==> src/hdl/shortlex_word_unrank_macros.svh <==
// assertion macros for the shortlex word unranking block
// used by shortlex_word_unrank.sv, no other dependencies
`ifndef SHORTLEX_WORD_UNRANK_MACROS_SVH
`define SHORTLEX_WORD_UNRANK_MACROS_SVH

`ifndef SYNTH
// same-cycle implication, disabled during reset
`define SLWU_ASSERT_IMP(label, clk, rst, ante, cons) \
  label: assert property (@(posedge clk) disable iff (rst) (ante) |-> (cons)) \
    else $error("slwu assertion failed");
// next-cycle implication, disabled during reset
`define SLWU_ASSERT_NXT(label, clk, rst, ante, cons) \
  label: assert property (@(posedge clk) disable iff (rst) (ante) |=> (cons)) \
    else $error("slwu assertion failed");
`else
`define SLWU_ASSERT_IMP(label, clk, rst, ante, cons)
`define SLWU_ASSERT_NXT(label, clk, rst, ante, cons)
`endif

`endif

==> src/hdl/slwu_pkg.sv <==
// shared types, constants and helpers for the shortlex word unranking block
// no dependencies
package slwu_pkg;

  localparam int MAX_LEN    = 32;
  localparam int INDEX_BITS = 48;

  // port widths
  localparam int INDEX_W = 48;
  localparam int RADIX_W = 5;
  localparam int LEN_W   = 6;
  localparam int POS_W   = 5;
  localparam int DIGIT_W = 4;

  localparam int RADIX_MAX = 16;

  // index bits that take part in the decode
  localparam int USE_BITS = (INDEX_BITS < INDEX_W) ? INDEX_BITS : INDEX_W;
  // room for the remainder, r^m and a shifted power
  localparam int WIDE_W   = USE_BITS + DIGIT_W + 1;
  localparam int SHIFT_W  = $clog2(DIGIT_W);
  localparam int ADDR_W   = (MAX_LEN > 1) ? $clog2(MAX_LEN) : 1;

  typedef enum logic [2:0] {
    ST_IDLE,
    ST_SEARCH,
    ST_READ,
    ST_DIV,
    ST_EMIT
  } state_t;

  // operand select for the shared compare-subtract unit
  typedef struct packed {
    logic               use_q;
    logic [SHIFT_W-1:0] shift;
  } csub_op_t;

  // radix saturated into 1..16
  function automatic logic [RADIX_W-1:0] clamp_radix(input logic [RADIX_W-1:0] r);
    logic [RADIX_W-1:0] res;
    res = r;
    if (r == '0) begin
      res = RADIX_W'(1);
    end else if (r > RADIX_W'(RADIX_MAX)) begin
      res = RADIX_W'(RADIX_MAX);
    end
    return res;
  endfunction

endpackage

==> src/hdl/slwu_ram.sv <==
// generic single-port-write, single-port-read ram with registered read
// no dependencies
module slwu_ram #(
  parameter int WIDTH = 8,
  parameter int DEPTH = 32
) (
  input  logic                                         clk,
  input  logic                                         we,
  input  logic [((DEPTH > 1) ? $clog2(DEPTH) : 1)-1:0] waddr,
  input  logic [WIDTH-1:0]                             wdata,
  input  logic                                         re,
  input  logic [((DEPTH > 1) ? $clog2(DEPTH) : 1)-1:0] raddr,
  output logic [WIDTH-1:0]                             rdata
);

  logic [WIDTH-1:0] mem [DEPTH];

  always_ff @(posedge clk) begin
    if (we) begin
      mem[waddr] <= wdata;
    end
    if (re) begin
      rdata <= mem[raddr];
    end
  end

endmodule

==> src/hdl/slwu_csub.sv <==
// shared compare-subtract unit: remainder against r^m or a shifted power
// depends on slwu_pkg
module slwu_csub import slwu_pkg::*; (
  input  csub_op_t          op,
  input  logic [WIDE_W-1:0] rem,
  input  logic [WIDE_W-1:0] p,
  input  logic [WIDE_W-1:0] q,
  output logic              ge,
  output logic [WIDE_W-1:0] diff
);

  logic [WIDE_W-1:0] b;

  always_comb begin
    b    = op.use_q ? (q << op.shift) : p;
    ge   = (rem >= b);
    diff = rem - b;
  end

endmodule

==> src/hdl/shortlex_word_unrank.sv <==
// Shortlex word unranking. A transfer on the item channel gives an index; the block
// returns the word at that shortlex position over an alphabet of cfg_radix letters,
// one result transfer per letter, most significant first, last set on the final one.
// Index 0 is the one-letter word 0. A radix of 0 acts as 1, above 16 as 16; with one
// letter the word is index+1 zeros. A word longer than MAX_LEN gives one result with
// too_long set. Work is one item at a time on a single compare-subtract unit: the
// length search tries one length after another, storing r^k in a small ram as it
// goes, then each letter takes one ram read, four compare-subtract steps and one
// output transfer; a one-letter alphabet skips the search, the ram read and the steps.
// depends on slwu_pkg, slwu_ram, slwu_csub and shortlex_word_unrank_macros.svh
`include "shortlex_word_unrank_macros.svh"

module shortlex_word_unrank import slwu_pkg::*; (
  input  logic               clk,
  input  logic               rst,
  // configuration
  input  logic               cfg_valid,
  output logic               cfg_ready,
  input  logic [RADIX_W-1:0] cfg_radix,
  // input items
  input  logic               item_valid,
  output logic               item_ready,
  input  logic [INDEX_W-1:0] index,
  // results
  output logic               result_valid,
  input  logic               result_ready,
  output logic [LEN_W-1:0]   word_length,
  output logic [POS_W-1:0]   position,
  output logic [DIGIT_W-1:0] digit,
  output logic               last,
  output logic               too_long
);

  state_t state, state_next;

  logic [RADIX_W-1:0] radix;       // register as written
  logic [RADIX_W-1:0] r_cl;        // saturated radix
  logic [RADIX_W-1:0] radix_used;  // radix captured for the current item

  logic [WIDE_W-1:0]  rem;         // offset, then the part still to be split into digits
  logic [WIDE_W-1:0]  p;           // r^m during the length search
  logic [LEN_W-1:0]   m;           // word length
  logic [LEN_W-1:0]   pos;         // letter being produced
  logic [SHIFT_W-1:0] bit_cnt;     // digit bit under trial
  logic [DIGIT_W-1:0] dig;         // digit bits found so far
  logic               unary;

  logic                        item_xfer, result_xfer;
  logic [WIDE_W-1:0]           x_ext;
  logic                        x_too_big;
  logic [WIDE_W+RADIX_W-1:0]   prod;
  logic [LEN_W-1:0]            ridx;
  logic [DIGIT_W-1:0]          dig_next;
  logic                        at_max;
  logic                        is_last_pos;

  // shared unit and power table
  csub_op_t          op;
  logic              ge;
  logic [WIDE_W-1:0] diff;
  logic [WIDE_W-1:0] q;
  logic              ram_we, ram_re;
  logic [ADDR_W-1:0] ram_waddr, ram_raddr;
  logic [WIDE_W-1:0] ram_wdata;

  // ---------------------------------------------------------------- datapath helpers
  always_comb begin
    // no transfers are taken while in reset
    item_ready  = (state == ST_IDLE) && !rst;
    cfg_ready   = !rst;
    item_xfer   = item_valid && item_ready;
    result_xfer = result_valid && result_ready;
    r_cl        = clamp_radix(radix);
    x_ext       = WIDE_W'(index[USE_BITS-1:0]);
    // one-letter alphabet: word of index+1 zeros must fit
    x_too_big   = (x_ext >= WIDE_W'(MAX_LEN));
    prod        = (WIDE_W+RADIX_W)'(p) * (WIDE_W+RADIX_W)'(radix_used);
    // power needed for this letter is r^(m-1-pos)
    ridx        = m - LEN_W'(1) - pos;
    dig_next    = dig | (DIGIT_W'(ge) << bit_cnt);
    at_max      = (m == LEN_W'(MAX_LEN));
    is_last_pos = (pos == (m - LEN_W'(1)));
  end

  // power table: entry k holds r^k
  slwu_ram #(
    .WIDTH (WIDE_W),
    .DEPTH (MAX_LEN)
  ) u_pow (
    .clk   (clk),
    .we    (ram_we),
    .waddr (ram_waddr),
    .wdata (ram_wdata),
    .re    (ram_re),
    .raddr (ram_raddr),
    .rdata (q)
  );

  slwu_csub u_csub (
    .op   (op),
    .rem  (rem),
    .p    (p),
    .q    (q),
    .ge   (ge),
    .diff (diff)
  );

  // ---------------------------------------------------------------- next state
  always_comb begin
    state_next = state;
    case (state)
      ST_IDLE: begin
        if (item_xfer) begin
          if (r_cl == RADIX_W'(1)) begin
            state_next = x_too_big ? ST_EMIT : ST_READ;
          end else begin
            state_next = ST_SEARCH;
          end
        end
      end
      ST_SEARCH: begin
        if (!ge) begin
          state_next = ST_READ;
        end else if (at_max) begin
          state_next = ST_EMIT;
        end
      end
      ST_READ: begin
        state_next = unary ? ST_EMIT : ST_DIV;
      end
      ST_DIV: begin
        if (bit_cnt == '0) begin
          state_next = ST_EMIT;
        end
      end
      ST_EMIT: begin
        if (result_ready) begin
          state_next = last ? ST_IDLE : ST_READ;
        end
      end
      default: begin
        state_next = ST_IDLE;
      end
    endcase
  end

  // ---------------------------------------------------------------- control outputs
  always_comb begin
    ram_we    = 1'b0;
    ram_waddr = '0;
    ram_wdata = p;
    ram_re    = 1'b0;
    ram_raddr = ridx[ADDR_W-1:0];
    op.use_q  = 1'b0;
    op.shift  = bit_cnt;
    case (state)
      ST_IDLE: begin
        // r^0 goes in entry zero on every new item
        ram_we    = item_xfer;
        ram_wdata = WIDE_W'(1);
      end
      ST_SEARCH: begin
        ram_we    = ge && !at_max;
        ram_waddr = m[ADDR_W-1:0];
      end
      ST_READ: begin
        ram_re = !unary;
      end
      ST_DIV: begin
        op.use_q = 1'b1;
      end
      ST_EMIT: begin
        ram_re = 1'b0;
      end
      default: begin
        ram_re = 1'b0;
      end
    endcase
  end

  // ---------------------------------------------------------------- control registers
  always_ff @(posedge clk) begin
    if (rst) begin
      state        <= ST_IDLE;
      radix        <= RADIX_W'(2);
      result_valid <= 1'b0;
    end else begin
      state        <= state_next;
      result_valid <= (state_next == ST_EMIT);
      if (cfg_valid && cfg_ready) begin
        radix <= cfg_radix;
      end
    end
  end

  // ---------------------------------------------------------------- payload registers
  always_ff @(posedge clk) begin
    case (state)
      ST_IDLE: begin
        if (item_xfer) begin
          rem        <= x_ext;
          p          <= WIDE_W'(r_cl);
          m          <= LEN_W'(1);
          pos        <= '0;
          radix_used <= r_cl;
          unary      <= (r_cl == RADIX_W'(1));
          if (r_cl == RADIX_W'(1)) begin
            if (x_too_big) begin
              word_length <= '0;
              position    <= '0;
              digit       <= '0;
              last        <= 1'b1;
              too_long    <= 1'b1;
            end else begin
              m <= LEN_W'(x_ext) + LEN_W'(1);
            end
          end
        end
      end
      ST_SEARCH: begin
        if (ge) begin
          if (at_max) begin
            // word would exceed the maximum length
            word_length <= '0;
            position    <= '0;
            digit       <= '0;
            last        <= 1'b1;
            too_long    <= 1'b1;
          end else begin
            rem <= diff;
            m   <= m + LEN_W'(1);
            p   <= prod[WIDE_W-1:0];
          end
        end
      end
      ST_READ: begin
        bit_cnt <= '1;
        dig     <= '0;
        if (unary) begin
          word_length <= m;
          position    <= pos[POS_W-1:0];
          digit       <= '0;
          last        <= is_last_pos;
          too_long    <= 1'b0;
        end
      end
      ST_DIV: begin
        // restoring step: take q<<bit_cnt out of the remainder when it fits
        if (ge) begin
          rem <= diff;
        end
        dig     <= dig_next;
        bit_cnt <= bit_cnt - SHIFT_W'(1);
        if (bit_cnt == '0) begin
          word_length <= m;
          position    <= pos[POS_W-1:0];
          digit       <= dig_next;
          last        <= is_last_pos;
          too_long    <= 1'b0;
        end
      end
      ST_EMIT: begin
        if (result_xfer && !last) begin
          pos <= pos + LEN_W'(1);
        end
      end
      default: begin
        pos <= pos;
      end
    endcase
  end

  // ---------------------------------------------------------------- assertions
  `SLWU_ASSERT_IMP(a_valid_in_emit, clk, rst, result_valid, state == ST_EMIT)
  `SLWU_ASSERT_NXT(a_busy_after_item, clk, rst, item_xfer, state != ST_IDLE)
  `SLWU_ASSERT_IMP(a_too_long_shape, clk, rst, result_valid && too_long, last && (word_length == '0))
  `SLWU_ASSERT_IMP(a_pos_in_word, clk, rst, result_valid && !too_long, word_length > LEN_W'(position))
  `SLWU_ASSERT_IMP(a_search_bound, clk, rst, state == ST_SEARCH, m <= LEN_W'(MAX_LEN))

endmodule
==> config.mk <==
export PLATFORM = sky130hd
export DESIGN_NAME = shortlex_word_unrank
export DESIGN_NICKNAME = d
export VERILOG_FILES = /design/src/hdl/slwu_pkg.sv /design/src/hdl/slwu_ram.sv /design/src/hdl/slwu_csub.sv /design/src/hdl/shortlex_word_unrank.sv
export VERILOG_INCLUDE_DIRS = /design/src /design/src/hdl
export SDC_FILE = /design/constraint.sdc
export NUM_CORES = 2
export LEC_CHECK = 0
export BUFFER_PORTS_ARGS = -buffer_cell sky130_fd_sc_hd__clkbuf_2
export CORE_MARGIN = 4
export CORE_UTILIZATION = 60
export DETAILED_ROUTE_END_ITERATION = 8
export HOLD_SLACK_MARGIN = 0.15
export PLACE_DENSITY = 0.75
export SLEW_MARGIN = 20
export SYNTH_ARGS = -nofsm -noshare
export SYNTH_HDL_FRONTEND = slang
export SYNTH_SLANG_ARGS = --single-unit
==> constraint.sdc <==
create_clock -name clk -period 15.4 [get_ports clk]
set_input_delay 1.54 -clock clk [delete_from_list [all_inputs] [get_ports clk]]
set_output_delay 1.54 -clock clk [all_outputs]
set_load 0.02 [all_outputs]
==> run_results.csv <==
group,metric,value,unit
critical_path,endpoint_kind,"flop",
placement,place_congestion,0.904,
synth,seq_area_frac_synth,66.9,%
placement,dpl-instance-area,88300,um2
finish,final_cell_mix,"edfxtp_1, mux4_2, and2_1",
synth,avgSynthCellArea,18.4,um2
power_and_ir_drop,p_clk_share,31.6,%
critical_path,required,15850,ps
placement,port_buffers,77,
floorplanning,die_h,385,um
critical_path,critPathKind,"flop to flop",
global_routing,overflow,0,
worst_hold_path,hp-class,"flop to flop",
power_and_ir_drop,vdd_drop_max,120,uV
power_and_ir_drop,pwr_density_cell,150,nW/um2
synth,synthSimpleGateAreaFrac,4.88,%
detailed_routing,first_pass_iters,6,
finish,area_growth,10.6,%
clock_tree,cts_tree,"yes",
clock_tree,clk_transition_reported_paths,60,ps
synth,ys_async_sr_fraction,0,%
power_and_ir_drop,netSwitchingFraction,30.3,%
synth,syn_nets,4970,
floorplanning,start_util,60.4,%
synth,netlist_area,85400,um2
synth,synthAdderAreaFrac,5.20,%
finish,fin_util,66.8,%
detailed_routing,ant_nets,0,
power_and_ir_drop,p_switching,4.30,mW
detailed_routing,wl_per_cell,32.9,um
critical_path,path_max_fanout,60,
global_routing,first_global_vias,46800,
placement,place_hpwl,129,mm
detailed_routing,routed_wl,224,mm
sta,fmax,150,MHz
floorplanning,core-area,141000,um2
sta,min_period,6670,ps
clock_tree,cts_root_buf,"clkbuf_16",
clock_tree,cts_max_level,4,
global_routing,grt_max_degree,126,
synth,synth_top_family_by_area,"multiplexers",
clock_tree,postCtsResizedCells,0,
synth,netlist_instances,4646,
finish,final_layout_size_suffix_gt1_share,23.7,%
job,cap_violations,0,
finish,layout_commonest_cell,"edfxtp_1",
synth,synth_edf_count,1896,
finish,seq_area,57100,um2
sta,setup_viol,0,
sta,tns,0,ps
global_routing,grt_pass1_wl,329,mm
run_status,status,"completed",
worst_hold_path,min_path_cells,2,
sta,rsz0062_at_grt,"false",
power_and_ir_drop,p_comb_share,25.7,%
power_and_ir_drop,intPower,9.88,mW
critical_path,arrival,7120,ps
clock_tree,clockBufferDepth,3,
floorplanning,die_x,385,um
floorplanning,dieArea,148000,um2
detailed_routing,drt-initial-drc-count,6290,
power_and_ir_drop,power_leakage,32.3,nW
clock_tree,clock-sinks,1905,
synth,synth.distinct_cells,77,
global_routing,grt_usage,30.9,%
synth,synth_ff_type,"edfxtp_1",
finish,fill_cells,8967,
synth,synth_compound_area_share,3.45,%
synth,yosys_warnings,0,
detailed_routing,drc,0,
global_routing,antenna_found_initial,19,
clock_tree,clk_latency,850,ps
synth,ys_seq_elements,1905,
sta,post-route-period-util,43.3,%
power_and_ir_drop,pwr-share-seq,42.6,%
finish,multi_input_area,27000,um2
clock_tree,cts_hold_buf,0,
detailed_routing,avgViaCountPerCell,6.79,
sta,worstMarginPinSlew,1210,ps
clock_tree,cts_setup_buffers,0,
clock_tree,numCtsBuffers,186,
finish,fin_nets,5106,
sta,skew,46.3,ps
critical_path,critPathLaunchType,"flop",
sta,max-slew-margin-rel,19.2,%
sta,drv_slew,0,
floorplanning,fp-row-count,138,
sta,hold_viol_final,0,
synth,synth_mux_area_share,16.6,%
floorplanning,io_pins,78,
critical_path,worst_r2r_path_depth,15,
synth,synthXorXnorAreaFrac,1.19,%
detailed_routing,vias,46400,
finish,postLayoutCellArea,94400,um2
power by group through the flow:
stage               Combinational, mW  Sequential, mW  Clock, mW
finish                           3.65            6.05       4.49
global route                     3.90            6.05       4.78
CTS                              3.61            6.05       4.53
detailed placement               3.57            6.15          0
global placement                 3.53            6.15          0
floorplan                        2.47            6.10          0
per-stage QoR:
step | cells | hold WS, ps | power [mW] | setup slack (ps)
floorplan | 4646 | 458 | 8.57 | 7530
global placement | 6480 | 505 | 9.69 | 8850
detailed placement | 6482 | 531 | 9.73 | 8810
CTS | 6822 | 551 | 14.2 | 8750
global route | 6824 | 589 | 14.7 | 8230
finish | 6829 | 551 | 14.2 | 8730
sequential cells by signal, summed over array words and instances, names as in the netlist, 2 cells and up:
register and flops:
bit_cnt 2, pos 6, m 6, digit 4, radix 5, position 5, p 53, word_length 6
u_pow.mem 1696, u_pow.rdata 53, state 3, dig 4, radix_used 5, rem 53
cells by family (layout without fill, tap and decap cells):
logic type | count (synthesis) | in the layout
XOR/XNOR | 116 | 116
multiplexers | 688 | 688
other | 0 | 5
AND/OR/NAND/NOR | 814 | 814
flip-flops | 1905 | 1905
adder cells (fa/ha/maj) | 266 | 266
AO/OA/AOI/OAI | 450 | 450
buffers and inverters | 407 | 695
routing by layer:
metal / part of all wire, % / routed length [um] / GRT usage [%]
met1: 38 / 84800 / 44.3
met2: 48 / 107000 / 48.3
met3: 11 / 25500 / 7.37
met4: 3.0 / 6630 / 9.01
met5: 0.016 / 37 / 0
cells in the mapped netlist, drive strengths merged (39+ instances only):
cell | n | area (um2)
a21o | 72 | 541
a21oi | 126 | 653
and2 | 260 | 1630
buf | 45 | 190
clkbuf | 187 | 702
edfxtp | 1896 | 56900
fa | 148 | 2960
ha | 118 | 1480
inv | 174 | 653
mux2 | 58 | 653
mux2i | 57 | 571
mux4 | 573 | 12900
nand2 | 213 | 800
nand3 | 39 | 195
nor2 | 145 | 544
o21ai | 109 | 561
xnor2 | 70 | 613
xor2 | 46 | 403
area by class of cell:
cell class / count / area share, %
Timing Repair Buffer: 180 / 1.35
Inverter: 175 / 0.696
Clock buffer: 219 / 5.10
Antenna cell: 5 / 0.0133
Clock inverter: 121 / 1.23
Sequential cell: 1905 / 60.5
Multi-Input combinational cell: 2334 / 28.6
Tap cell: 1890 / 2.51
worst max-delay path, stage by stage (launching register included):
cell	delay [ps]
edfxtp_1	350
buf_4	740
mux4_2	600
mux2i_1	140
ha_1	320
nand2_1	110
o211ai_1	200
a21oi_1	120
nor3_1	270
o2111ai_1	200
a21oi_1	260
o22ai_1	240
o21bai_2	420
nand2_1	430
nor3_2	990
buf_4	750
path summary, 6_finish.rpt:
| check | slack (ps) | endpoint | from |
|---|---|---|---|
| setup reg to reg | 8730 | u_pow.mem[15][21]$_DFFE_PP_ | bit_cnt[0]$_SDFFCE_PP1N_ |
| hold reg to reg | 550 | radix[2]$_SDFFE_PP0P_ | radix[2]$_SDFFE_PP0P_ |
| setup / recovery | 8730 | u_pow.mem[15][21]$_DFFE_PP_ | bit_cnt[0]$_SDFFCE_PP1N_ |
| hold / removal | 550 | radix[2]$_SDFFE_PP0P_ | radix[2]$_SDFFE_PP0P_ |
No activity file was read; power rests on OpenSTA's default activity.
